<file path="config.mk">
export PLATFORM = sky130hd
export DESIGN_NAME = sorted_deadline_timer_bank_core
export DESIGN_NICKNAME = d
export VERILOG_FILES = /design/src/rtl/sdtb_pkg.sv /design/src/rtl/sdtb_front.sv /design/src/rtl/sdtb_back.sv /design/src/rtl/sorted_deadline_timer_bank_core.sv
export VERILOG_INCLUDE_DIRS = /design/src /design/src/rtl
export SDC_FILE = /design/constraint.sdc
export NUM_CORES = 2
export LEC_CHECK = 0
export ABC_CLOCK_PERIOD_IN_PS = 8200
export BUFFER_PORTS_ARGS = -buffer_cell sky130_fd_sc_hd__buf_2
export CAP_MARGIN = 20
export CELL_PAD_IN_SITES_DETAIL_PLACEMENT = 0
export CELL_PAD_IN_SITES_GLOBAL_PLACEMENT = 1
export CORE_UTILIZATION = 40
export CTS_BUF_LIST = sky130_fd_sc_hd__clkbuf_4
export DETAILED_ROUTE_END_ITERATION = 6
export PLACE_DENSITY = 0.77
export SLEW_MARGIN = 20
export SYNTH_ARGS = -nofsm -noshare
export SYNTH_HDL_FRONTEND = slang
export SYNTH_SLANG_ARGS = --single-unit
</file>
<file path="constraint.sdc">
create_clock -name clk_i -period 8.2 [get_ports clk_i]
set_clock_uncertainty 0.05 [all_clocks]
set_input_delay 0.82 -clock clk_i [delete_from_list [all_inputs] [get_ports clk_i]]
set_output_delay 0.82 -clock clk_i [all_outputs]
set_load 0.01 [all_outputs]
</file>
<file path="src/rtl/sorted_deadline_timer_bank_core_defines.svh">
// Assertion macros for the sorted deadline timer bank.
`ifndef SORTED_DEADLINE_TIMER_BANK_CORE_DEFINES_SVH
`define SORTED_DEADLINE_TIMER_BANK_CORE_DEFINES_SVH

// Implication checked on every clock edge outside reset.
`define SDT_ASSERT_IMP(lbl, clk, rst_n, ante, cons, msg) \
  lbl: assert property (@(posedge clk) disable iff (!rst_n) (ante) |-> (cons)) \
    else $error(msg);

// Implication with the consequent checked in the next cycle.
`define SDT_ASSERT_NEXT(lbl, clk, rst_n, ante, cons, msg) \
  lbl: assert property (@(posedge clk) disable iff (!rst_n) (ante) |=> (cons)) \
    else $error(msg);

`endif

</file>
<file path="src/rtl/sdtb_pkg.sv">
// Package: constants, payload structs and command codes of the timer bank.
package sdtb_pkg;

  localparam int unsigned TimerCount = 8;
  localparam int unsigned IdW        = $clog2(TimerCount);
  localparam int unsigned LenW       = $clog2(TimerCount + 1);
  localparam int unsigned PeriodW    = 31;
  localparam int unsigned TickW      = 32;
  localparam logic [TickW-1:0] TickHalf = 32'h7FFF_FFFF;
  localparam int unsigned QueueDepth = 2;

  typedef enum logic [2:0] {
    CmdTick      = 3'd0,
    CmdInit      = 3'd1,
    CmdStart     = 3'd2,
    CmdStop      = 3'd3,
    CmdSetPeriod = 3'd4,
    CmdSetMode   = 3'd5,
    CmdReadPer   = 3'd6,
    CmdNone      = 3'd7
  } cmd_e;

  typedef struct packed {
    logic [2:0]         command;
    logic [2:0]         timer_id;
    logic [PeriodW-1:0] period_value;
    logic               periodic_mode;
  } req_t;

  typedef struct packed {
    logic               status;
    logic               expired;
    logic [2:0]         expired_id;
    logic [PeriodW-1:0] read_period;
    logic               last;
  } rsp_t;

  // Classified request passed from front to back.
  typedef struct packed {
    cmd_e               cmd;
    logic [IdW-1:0]     id;
    logic [PeriodW-1:0] pval;
    logic               pmode;
  } op_t;

endpackage

</file>
<file path="src/rtl/sdtb_front.sv">
// Front end: accepts requests, classifies them and queues operations.
module sdtb_front
  import sdtb_pkg::*;
(
  input  logic clk_i,
  input  logic rst_ni,
  input  logic req_valid_i,
  output logic req_ready_o,
  input  req_t req_i,
  output logic op_valid_o,
  input  logic op_ready_i,
  output op_t  op_o
);

  op_t                          fifo_q [QueueDepth];
  logic [$clog2(QueueDepth)-1:0] wr_q, rd_q;
  logic [$clog2(QueueDepth+1)-1:0] cnt_q;
  op_t  cls;
  logic push, pop;

  // Classify: out-of-range ids and unused codes become no-ops.
  always_comb begin
    cls.cmd   = cmd_e'(req_i.command);
    cls.id    = IdW'(req_i.timer_id);
    cls.pval  = req_i.period_value;
    cls.pmode = req_i.periodic_mode;
    if (req_i.command != CmdTick && 32'(req_i.timer_id) >= TimerCount) begin
      cls.cmd = CmdNone;
    end
  end

  assign req_ready_o = (cnt_q != ($clog2(QueueDepth+1))'(QueueDepth));
  assign push        = req_valid_i && req_ready_o;
  assign op_valid_o  = (cnt_q != '0);
  assign pop         = op_valid_o && op_ready_i;
  assign op_o        = fifo_q[rd_q];

  // Queue pointers and count.
  always_ff @(posedge clk_i or negedge rst_ni) begin
    if (!rst_ni) begin
      wr_q  <= '0;
      rd_q  <= '0;
      cnt_q <= '0;
    end else begin
      if (push) wr_q <= wr_q + 1'b1;
      if (pop)  rd_q <= rd_q + 1'b1;
      cnt_q <= cnt_q + (push ? 1'b1 : 1'b0) - (pop ? 1'b1 : 1'b0);
    end
  end

  // Queue storage.
  always_ff @(posedge clk_i) begin
    if (push) fifo_q[wr_q] <= cls;
  end

endmodule

</file>
<file path="src/rtl/sdtb_back.sv">
// Back end: timer state, ordered deadline list and result generation.
module sdtb_back
  import sdtb_pkg::*;
(
  input  logic clk_i,
  input  logic rst_ni,
  input  logic op_valid_i,
  output logic op_ready_o,
  input  op_t  op_i,
  output logic rsp_valid_o,
  input  logic rsp_ready_i,
  output rsp_t rsp_o
);
`include "sorted_deadline_timer_bank_core_defines.svh"

  typedef enum logic [2:0] {
    StIdle, StRemove, StFind, StInsert, StPop, StRearm, StOut
  } state_e;

  state_e                   state_q;
  op_t                      op_q;
  logic [TickW-1:0]         tick_q;
  logic [TickW-1:0]         dl_q    [TimerCount];
  logic [PeriodW-1:0]       per_q   [TimerCount];
  logic [TimerCount-1:0]    mode_q, act_q;
  logic [IdW-1:0]           list_q  [TimerCount];
  logic [LenW-1:0]          len_q;
  logic [IdW-1:0]           pop_q   [TimerCount];
  logic [LenW-1:0]          npop_q, ridx_q, pos_q;
  logic [LenW-1:0]          sh_q;     // shift index while opening a slot
  logic [IdW-1:0]           cur_q;
  logic                     after_q;  // after remove: 0 done, 1 arm
  logic                     rv_q;
  rsp_t                     rsp_q;

  logic [TickW-1:0] cmp_diff, due_diff;
  logic [IdW-1:0]   pos_idx, head_id;
  logic [TickW-1:0] new_dl;

  assign pos_idx  = pos_q[IdW-1:0];
  assign head_id  = list_q[0];
  assign cmp_diff = dl_q[list_q[pos_idx]] - dl_q[cur_q];
  assign due_diff = tick_q - dl_q[head_id];
  assign new_dl   = tick_q + TickW'(per_q[cur_q]);

  assign op_ready_o  = (state_q == StIdle) && !rv_q;
  assign rsp_valid_o = rv_q;
  assign rsp_o       = rsp_q;

  // Sequencer: one list slot per cycle for search, shift and pop.
  always_ff @(posedge clk_i or negedge rst_ni) begin
    if (!rst_ni) begin
      state_q <= StIdle;
      tick_q  <= '0;
      mode_q  <= '0;
      act_q   <= '0;
      len_q   <= '0;
      npop_q  <= '0;
      ridx_q  <= '0;
      pos_q   <= '0;
      sh_q    <= '0;
      cur_q   <= '0;
      after_q <= 1'b0;
      rv_q    <= 1'b0;
      for (int i = 0; i < TimerCount; i++) begin
        dl_q[i]  <= '0;
        per_q[i] <= '0;
      end
    end else begin
      if (rv_q && rsp_ready_i) rv_q <= 1'b0;
      case (state_q)
        StIdle: begin
          if (op_valid_i && !rv_q) begin
            op_q  <= op_i;
            cur_q <= op_i.id;
            pos_q <= '0;
            rsp_q <= '0;
            case (op_i.cmd)
              CmdTick: begin
                tick_q <= tick_q + 1'b1;
                npop_q <= '0;
                state_q <= StPop;
              end
              CmdInit: begin
                per_q[op_i.id] <= op_i.pval;
                mode_q[op_i.id] <= op_i.pmode;
                dl_q[op_i.id] <= '0;
                act_q[op_i.id] <= 1'b0;
                after_q <= 1'b0;
                if (act_q[op_i.id]) state_q <= StRemove;
                else begin
                  rsp_q.last <= 1'b1; rv_q <= 1'b1;
                end
              end
              CmdStart: begin
                after_q <= 1'b1;
                if (act_q[op_i.id]) state_q <= StRemove;
                else state_q <= StFind;
              end
              CmdStop: begin
                after_q <= 1'b0;
                if (act_q[op_i.id]) begin
                  act_q[op_i.id] <= 1'b0;
                  state_q <= StRemove;
                end else begin
                  rsp_q.status <= 1'b1; rsp_q.last <= 1'b1; rv_q <= 1'b1;
                end
              end
              CmdSetPeriod: begin
                per_q[op_i.id] <= op_i.pval;
                rsp_q.last <= 1'b1; rv_q <= 1'b1;
              end
              CmdSetMode: begin
                mode_q[op_i.id] <= op_i.pmode;
                rsp_q.last <= 1'b1; rv_q <= 1'b1;
              end
              CmdReadPer: begin
                rsp_q.read_period <= per_q[op_i.id];
                rsp_q.last <= 1'b1; rv_q <= 1'b1;
              end
              default: begin
                rsp_q.last <= 1'b1; rv_q <= 1'b1;
              end
            endcase
          end
        end
        // Walk to the entry, then shift the tail down one slot a cycle.
        StRemove: begin
          if (after_q && pos_q == '0) act_q[cur_q] <= 1'b0;
          if (pos_q + 1'b1 >= len_q) begin
            len_q <= len_q - 1'b1;
            pos_q <= '0;
            if (after_q) state_q <= StFind;
            else begin
              rsp_q.last <= 1'b1; rv_q <= 1'b1; state_q <= StIdle;
            end
          end else begin
            if (list_q[pos_idx] == cur_q) begin
              list_q[pos_idx] <= list_q[pos_idx + 1'b1];
              list_q[pos_idx + 1'b1] <= cur_q;
            end
            pos_q <= pos_q + 1'b1;
          end
        end
        // Arm and search for the insertion point, one entry a cycle.
        StFind: begin
          if (pos_q == '0 && !act_q[cur_q]) begin
            dl_q[cur_q]  <= new_dl;
            act_q[cur_q] <= 1'b1;
          end else if (pos_q >= len_q ||
                       (cmp_diff != '0 && cmp_diff < TickHalf)) begin
            state_q <= StInsert;
            sh_q    <= len_q;
          end else begin
            pos_q <= pos_q + 1'b1;
          end
        end
        // Shift entries up from the end to open the slot.
        StInsert: begin
          if (sh_q == pos_q) begin
            list_q[pos_idx] <= cur_q;
            len_q <= len_q + 1'b1;
            if (op_q.cmd == CmdTick) begin
              state_q <= StRearm;
            end else begin
              rsp_q.last <= 1'b1; rv_q <= 1'b1; state_q <= StIdle;
            end
          end else begin
            list_q[sh_q[IdW-1:0]] <= list_q[sh_q[IdW-1:0] - 1'b1];
            sh_q <= sh_q - 1'b1;
          end
        end
        // Pop due heads; shift the list down one slot per cycle.
        StPop: begin
          if (len_q != '0 && due_diff < TickHalf) begin
            pop_q[npop_q[IdW-1:0]] <= head_id;
            npop_q <= npop_q + 1'b1;
            for (int i = 0; i < TimerCount - 1; i++) list_q[i] <= list_q[i+1];
            len_q <= len_q - 1'b1;
          end else begin
            ridx_q  <= '0;
            state_q <= StRearm;
            pos_q   <= '0;
          end
        end
        // Rearm popped periodic timers in order, deactivate the rest, then emit results.
        StRearm: begin
          if (ridx_q >= npop_q) begin
            ridx_q  <= '0;
            state_q <= StOut;
          end else begin
            cur_q <= pop_q[ridx_q[IdW-1:0]];
            pos_q <= '0;
            if (mode_q[pop_q[ridx_q[IdW-1:0]]]) begin
              act_q[pop_q[ridx_q[IdW-1:0]]] <= 1'b0;
              op_q.cmd <= CmdTick;
              state_q <= StFind;
            end else begin
              act_q[pop_q[ridx_q[IdW-1:0]]] <= 1'b0;
            end
            ridx_q <= ridx_q + 1'b1;
          end
        end
        StOut: begin
          if (!rv_q || rsp_ready_i) begin
            rv_q <= 1'b1;
            rsp_q <= '0;
            if (npop_q == '0) begin
              rsp_q.last <= 1'b1;
              state_q <= StIdle;
            end else begin
              rsp_q.expired    <= 1'b1;
              rsp_q.expired_id <= 3'(pop_q[ridx_q[IdW-1:0]]);
              if (ridx_q + 1'b1 == npop_q) begin
                rsp_q.last <= 1'b1;
                state_q <= StIdle;
              end
              ridx_q <= ridx_q + 1'b1;
            end
          end
        end
        default: state_q <= StIdle;
      endcase
    end
  end

  `SDT_ASSERT_IMP(a_len_bound, clk_i, rst_ni, 1'b1, len_q <= LenW'(TimerCount), "list overflow")
  `SDT_ASSERT_IMP(a_rsp_hold, clk_i, rst_ni, rv_q && !rsp_ready_i, !op_ready_o, "busy")
  `SDT_ASSERT_NEXT(a_accept_busy, clk_i, rst_ni, op_valid_i && op_ready_o && op_i.cmd == CmdTick, state_q == StPop, "tick not popping")

endmodule

</file>
<file path="src/rtl/sorted_deadline_timer_bank_core.sv">
// Top level of the sorted deadline timer bank.
//  channel | direction | handshake
//  req     | in        | req_valid_i / req_ready_o, payload req_i
//  rsp     | out       | rsp_valid_o / rsp_ready_i, payload rsp_o
// A request waits in a two-entry queue, then the back end runs it alone.
// Stop walks the list one slot a cycle; start removes, searches and shifts;
// a tick pops one due timer a cycle, rearms each periodic one with a list
// walk and emits one result a cycle while rsp_ready_i is high. Reset empties
// the list at once.
module sorted_deadline_timer_bank_core
  import sdtb_pkg::*;
(
  input  logic clk_i,
  input  logic rst_ni,
  input  logic req_valid_i,
  output logic req_ready_o,
  input  req_t req_i,
  output logic rsp_valid_o,
  input  logic rsp_ready_i,
  output rsp_t rsp_o
);

  logic op_valid, op_ready;
  op_t  op;

  sdtb_front u_front (
    .clk_i, .rst_ni, .req_valid_i, .req_ready_o, .req_i,
    .op_valid_o(op_valid), .op_ready_i(op_ready), .op_o(op)
  );

  sdtb_back u_back (
    .clk_i, .rst_ni, .op_valid_i(op_valid), .op_ready_o(op_ready), .op_i(op),
    .rsp_valid_o, .rsp_ready_i, .rsp_o
  );

endmodule

</file>
== Yosys cells after proc, flatten, opt, wreduce, memory -nomap -nowiden ==
Memory sizes are Yosys's and may differ from the RTL's.
Index checks and enable logic that the tools add are counted.
Cells by class
  reduce and logical (&&, ||, !) cells: 65
  equal/unequal tests: 41
  $lt $le $gt $ge: 17
  bitwise operators: 14
  add/sub/neg operators: 16
  multiplexer cells: 147
Operators with widths (count)
  $mux 256: 3
  $pmux 256 s2: 1
  $bmux 32 s3: 3
  $and 256x256->256: 1
  $bwmux 256: 1
  $mux 32: 8
  $not 256->256: 1
  $bwmux 248: 1
  $demux 32 s3: 2
  $bmux 31 s3: 2
  $mux 31: 6
  $demux 31 s3: 1
  $mux 4: 19
  $mux 37: 2
  $mux 3: 24
  $pmux 36 s2: 1
  $lt 32x31->1 const B: 2
  $sub 32x32->32: 2
  $mux 1: 42
  $mux 8: 5
  $mux 38: 1
  $add 32x1->32 const B: 1
  $add 32x31->32: 1
  $pmux 8 s4: 1
  other kinds (59): 169
Storage, ports and cells
  input port bits: 42
  logic and storage cells: 343
  register bits after elaboration: 659
  memories kept: 3
  memory bits (writable): 124
  output and inout bits: 39
Memory list
  u_front.fifo_q: words 2, bits a word 38, read ports 1, clocked after memory_dff 0, write ports 1, line sdtb_front.sv:15  | op_t fifo_q [QueueDepth];
  u_back.list_q: words 8, bits a word 3, read ports 11, clocked after memory_dff 0, write ports 7, line sdtb_back.sv:26  | logic [IdW-1:0] list_q [TimerCount];
  u_back.pop_q: words 8, bits a word 3, read ports 1, clocked after memory_dff 0, write ports 1, line sdtb_back.sv:28  | logic [IdW-1:0] pop_q [TimerCount];

== Depth between registers and ports, before layout ==
An unclocked memory read counts as a cell.
  word-level depth: 14
  mapped depth: 25
  depth with buffers taken out: 22

== Hierarchy ==
A second synthesis with hierarchy kept.
Second synthesis, totals
  cell total of the unflattened synthesis: 4209
  area total of the unflattened synthesis: 44014.7 sq um
By module, submodules not included
  sdtb_back: cells an instance 4069, instances 1, area each 41053.1 sq um, seq. area each 17156.5 sq um
  sdtb_front: cells an instance 140, instances 1, area each 2961.6 sq um, seq. area each 2382.3 sq um

== Least setup slack after synthesis ==
No wires, ideal clock.
  path kind: reg2reg
  start: mem u_back.list_q[0][0] (netlist bit)
  end: mem u_back.list_q[1][0] (netlist bit), enable pin
  cell stages (with the launch flop): 18
  period minus slack after synthesis: 5.944 ns
  library setup time: 0.267 ns
  data arrival time: 5.627 ns
  required time: 7.883 ns
  path buffers: 3
  path slack: 2.256 ns
  path through: edfxtp_1 clkbuf_1 buf_1 mux4_2 mux2_2 ha_1 fa_1 or4_1 a221o_1 a2111oi_1 nand4_1 nor4_1 nand4_1 nor4_2 a211oi_4 and2_1 buf_2 or3_1
RTL lines (line)
  start: declaration: sdtb_back.sv:26

== Worst setup path in the final report ==
  start: reg u_back.pos_q[0]
  end: reg u_back.pos_q[2]
Between the ends
  longest elaborated chain between the ends: 11
Ends and longest elaborated chain
  start: declaration: line sdtb_back.sv:29  | logic [LenW-1:0] npop_q, ridx_q, pos_q;
  start signal: assignment: line sdtb_back.sv:142  | pos_q <= pos_q + 1'b1;
  start signal: assignment: line sdtb_back.sv:155  | pos_q <= pos_q + 1'b1;
  $mem_v2 8x3
  $not 3->4 (implied by the code): line sdtb_back.sv:42  | assign cmp_diff = dl_q[list_q[pos_idx]] - dl_q[cur_q];
  $bmux 32 s3: line sdtb_back.sv:42
  $mux 32 (implied by the code) (2 in series): line sdtb_back.sv:42
  $sub 32x32->32: line sdtb_back.sv:42
  $lt 32x31->1 or $reduce_bool 32->1 (tied branches): line sdtb_back.sv:151  | (cmp_diff != '0 && cmp_diff < TickHalf)) begin
  $logic_and 1x1->1: line sdtb_back.sv:151
  $logic_or 1x1->1: line sdtb_back.sv:150  | end else if (pos_q >= len_q ||
  $ne 2x2->1 (no source line)
  $reduce_and 6->1 (no source line)
Several ways; a longest one is shown, not always the timed one. The select of a mux whose other input is x is not followed.
A chain may end at the register's enable or synchronous reset.

==> run metrics <==
clk_lat worst skew 1180 ps; R2R Setup Slk about 1100 ps; RePlAce Congestion 0.955; Initial Util 40.4%; DR vias 39.1k; sequential-to-total area share from yosys stat 45.1%; R2R Path End u_back.pos_q[2]; Initial DRC Count roughly 5.0k; crit path kind flip-flop to flip-flop; final setup fails 0; EDFF count, synth 164; Post-CTS Setup Bufs 0; RSZ-0062 raised after global routing no; status finished, final reports clean; critical path required time 9160 ps; critical path, cell by cell mux4_2, nand2_1, and2_4, and3_1, a311oi_1, a31oi_1, ha_1, inv_1, fa_1, a21o_1, a221oi_2, nand2_2, a2111oi_2, o2111ai_1, or4_1, nor4_1, nand4_1, and3_4, a211oi_4, o21ai_1, a22o_1; most frequent cells in the layout dfrtp_1, nand2_1, a21oi_1; Clock Tree Buf Depth 3; Worst-Margin Slew 1120 ps; Netlist cell types 98; first-pass GRT wire length 235 mm; asr flop ratio synth 78.1%; CTS Buf Count 201; Slew Limit Headroom 24.8%; Syn Area/Cell between 9 and 10 sq um; Max-Cap Viols 0; vias in the first global route between 30k and 40k; final setup TNS 0 ps; drt drc 0; DP HPWL approximately 97 mm; Synth Flop Type dfrtp_1; Syn Inst Count roughly 4.4k; synth-to-layout area growth 11.9%; Worst path slowest cell dfrtp_1; R2R Path Start u_back.pos_q[0]; Critical Path Sink Type flip-flop; PortBufs 80; Synth area leader dfrtp_1; die area 0.110 sq mm; Period Utilization, post-route 86.4%; synthesized area approximately 0.043 sq mm; crit path buf inv count 1; remaining antenna violation count after routing 0; CP top delay family simple AND/OR/NAND/NOR gates; via-per-instance ratio about 6.4; flops & latches, synth 748; clock slew at reported path FFs 80 ps; FP Rows 120; Pins Over Slew Limit 0; grt ovf 0; fin crit period 7080 ps; Post-Route WL approximately 160 mm; top post-synthesis cells by area dfrtp_1, edfxtp_1, a22o_1; Critical Path Start Type flip-flop; maximum clock rate ~0.14 GHz; largest net degree at the start of global routing 138; Total GRT Usage 28.2%; First-pass DRT Iterations 6; slowest stage delay, CP approximately 870 ps; Hold Crit Class primary input to asynchronous set/reset pin; share of the synthesized area in the top cell type 33.7%; setup ws final 1120 ps; # IOs 81; post-synthesis net count 4598; most common cell after layout, fill and taps aside dfrtp_1; CTS Sinks 748; CP Max Fanout 45; Die Y 331 um; Worst Path Arrival 8050 ps; Core Region 0.107 sq mm; fraction of layout cells with a size suffix above 1 14.6%; CTS tree yes; FF-to-FF path depth 21; Setup WS pre-CTS 1180 ps; nets@finish ~4.7k; initial antenna violation count 9; H-tree levels 4; Ys Warns 0; Hold Vio Cnt, Final 0; stages on the worst setup path 21; wire per inst around 25 um; CTS root buf clkbuf_4; die span in x 331 um
-- layout make-up --
class / count / area (sq um)
repair buffers: 223 / 1750
flip-flops and latches: 748 / 19500
well taps: 1403 / 1760
fillers: 10400 / 58700
clock buffers: 287 / 2150
multi-input cells: 3311 / 22600
diodes: 11 / 27.5
inverters: 54 / 203
clock inverters: 81 / 437
-- synth_stat cells, types with 24 or more instances --
library cell / count
dfrtp_1: 584
nand2_1: 483
nor2_1: 390
a21oi_1: 380
a22o_1: 285
a22oi_1: 284
clkbuf_1: 277
nand3_1: 198
edfxtp_1: 164
o21ai_0: 150
ha_1: 117
mux2i_1: 101
mux4_2: 88
xnor2_1: 81
a21o_1: 67
nand4_1: 58
inv_1: 54
a221oi_1: 50
nor3_1: 50
and3_1: 45
a31oi_1: 42
buf_1: 32
o22ai_1: 29
xor2_1: 29
o211ai_1: 25
nor2b_1: 24
-- through the flow --
step,utilization [%],std cells,instance area (sq um),hold slack (ps)
final,45.2,6118,48500,233
after detailed placement,42.4,5698,45400,452
after floorplan,-,4435,43300,411
after CTS,45.2,6107,48400,179
after global placement,42.4,5698,45400,433
after global routing,45.2,6116,48500,230
-- flip-flops by register name, summed over array words and instances, names as in the netlist, 4 cells and up --
signal / cells
u_back.dl_q: 256
u_back.per_q: 248
u_front.fifo_q: 76
u_back.rsp_o: 37
u_back.tick_q: 32
u_back.list_q: 24
u_back.pop_q: 24
u_back.act_q: 8
u_back.mode_q: 8
u_back.len_q: 4
u_back.npop_q: 4
u_back.pos_q: 4
u_back.ridx_q: 4
u_back.sh_q: 4
-- layer usage --
layer,GRT usage [%],vias up,routed length [um]
li1,-,17200,-
met1,38.6,19200,64500
met2,42.6,2282,69200
met3,7.29,448,16700
met4,10.8,8,5160
met5,0,-,54
-- worst reg2reg max path, cell delays in order (launching register included) --
cell and delay [ps]:
dfrtp_1 870, mux4_2 590, nand2_1 150, and2_4 580, and3_1 290, a311oi_1 50, a31oi_1 300, ha_1 200
inv_1 50, fa_1 400, a21o_1 220, a221oi_2 430, nand2_2 90, a2111oi_2 370, o2111ai_1 170, or4_1 440
nor4_1 410, nand4_1 280, and3_4 290, a211oi_4 360, o21ai_1 130, a22o_1 240
-- logic make-up after synthesis --
| family | Yosys count | synth area share [%] |
|---|---|---|
| and+or+nand+nor | 1390 | 14.6 |
| muxes | 200 | 7.19 |
| xor gates and xnor gates | 110 | 2.22 |
| buffers and inverters | 376 | 3.35 |
| DFF | 748 | 45.1 |
| adders and majority gates | 121 | 3.56 |
| AOI/OAI and AO/OA | 1490 | 23.9 |
-- worst max-delay path by stage --
| stage | to | from |
|---|---|---|
| after floorplan | u_back.list_q[1][0] | u_back.list_q[0][0] |
| after global placement | u_back.pos_q[2] | u_back.pos_q[0] |
| after detailed placement | u_back.pos_q[2] | u_back.pos_q[0] |
| after CTS | u_back.pos_q[2] | u_back.pos_q[0] |
| after global routing | u_back.pos_q[2] | u_back.pos_q[0] |
| final | u_back.pos_q[2] | u_back.pos_q[0] |
-- repair_timing --
item,in CTS,in global routing
hold buffers,41,0
resized for setup,0,0
endpoints found under the setup margin,0,0
hold endpoints to repair,153,0
Power is not shown: default switching activity piles up to over one toggle a cycle in this logic, so the estimate is an artifact.
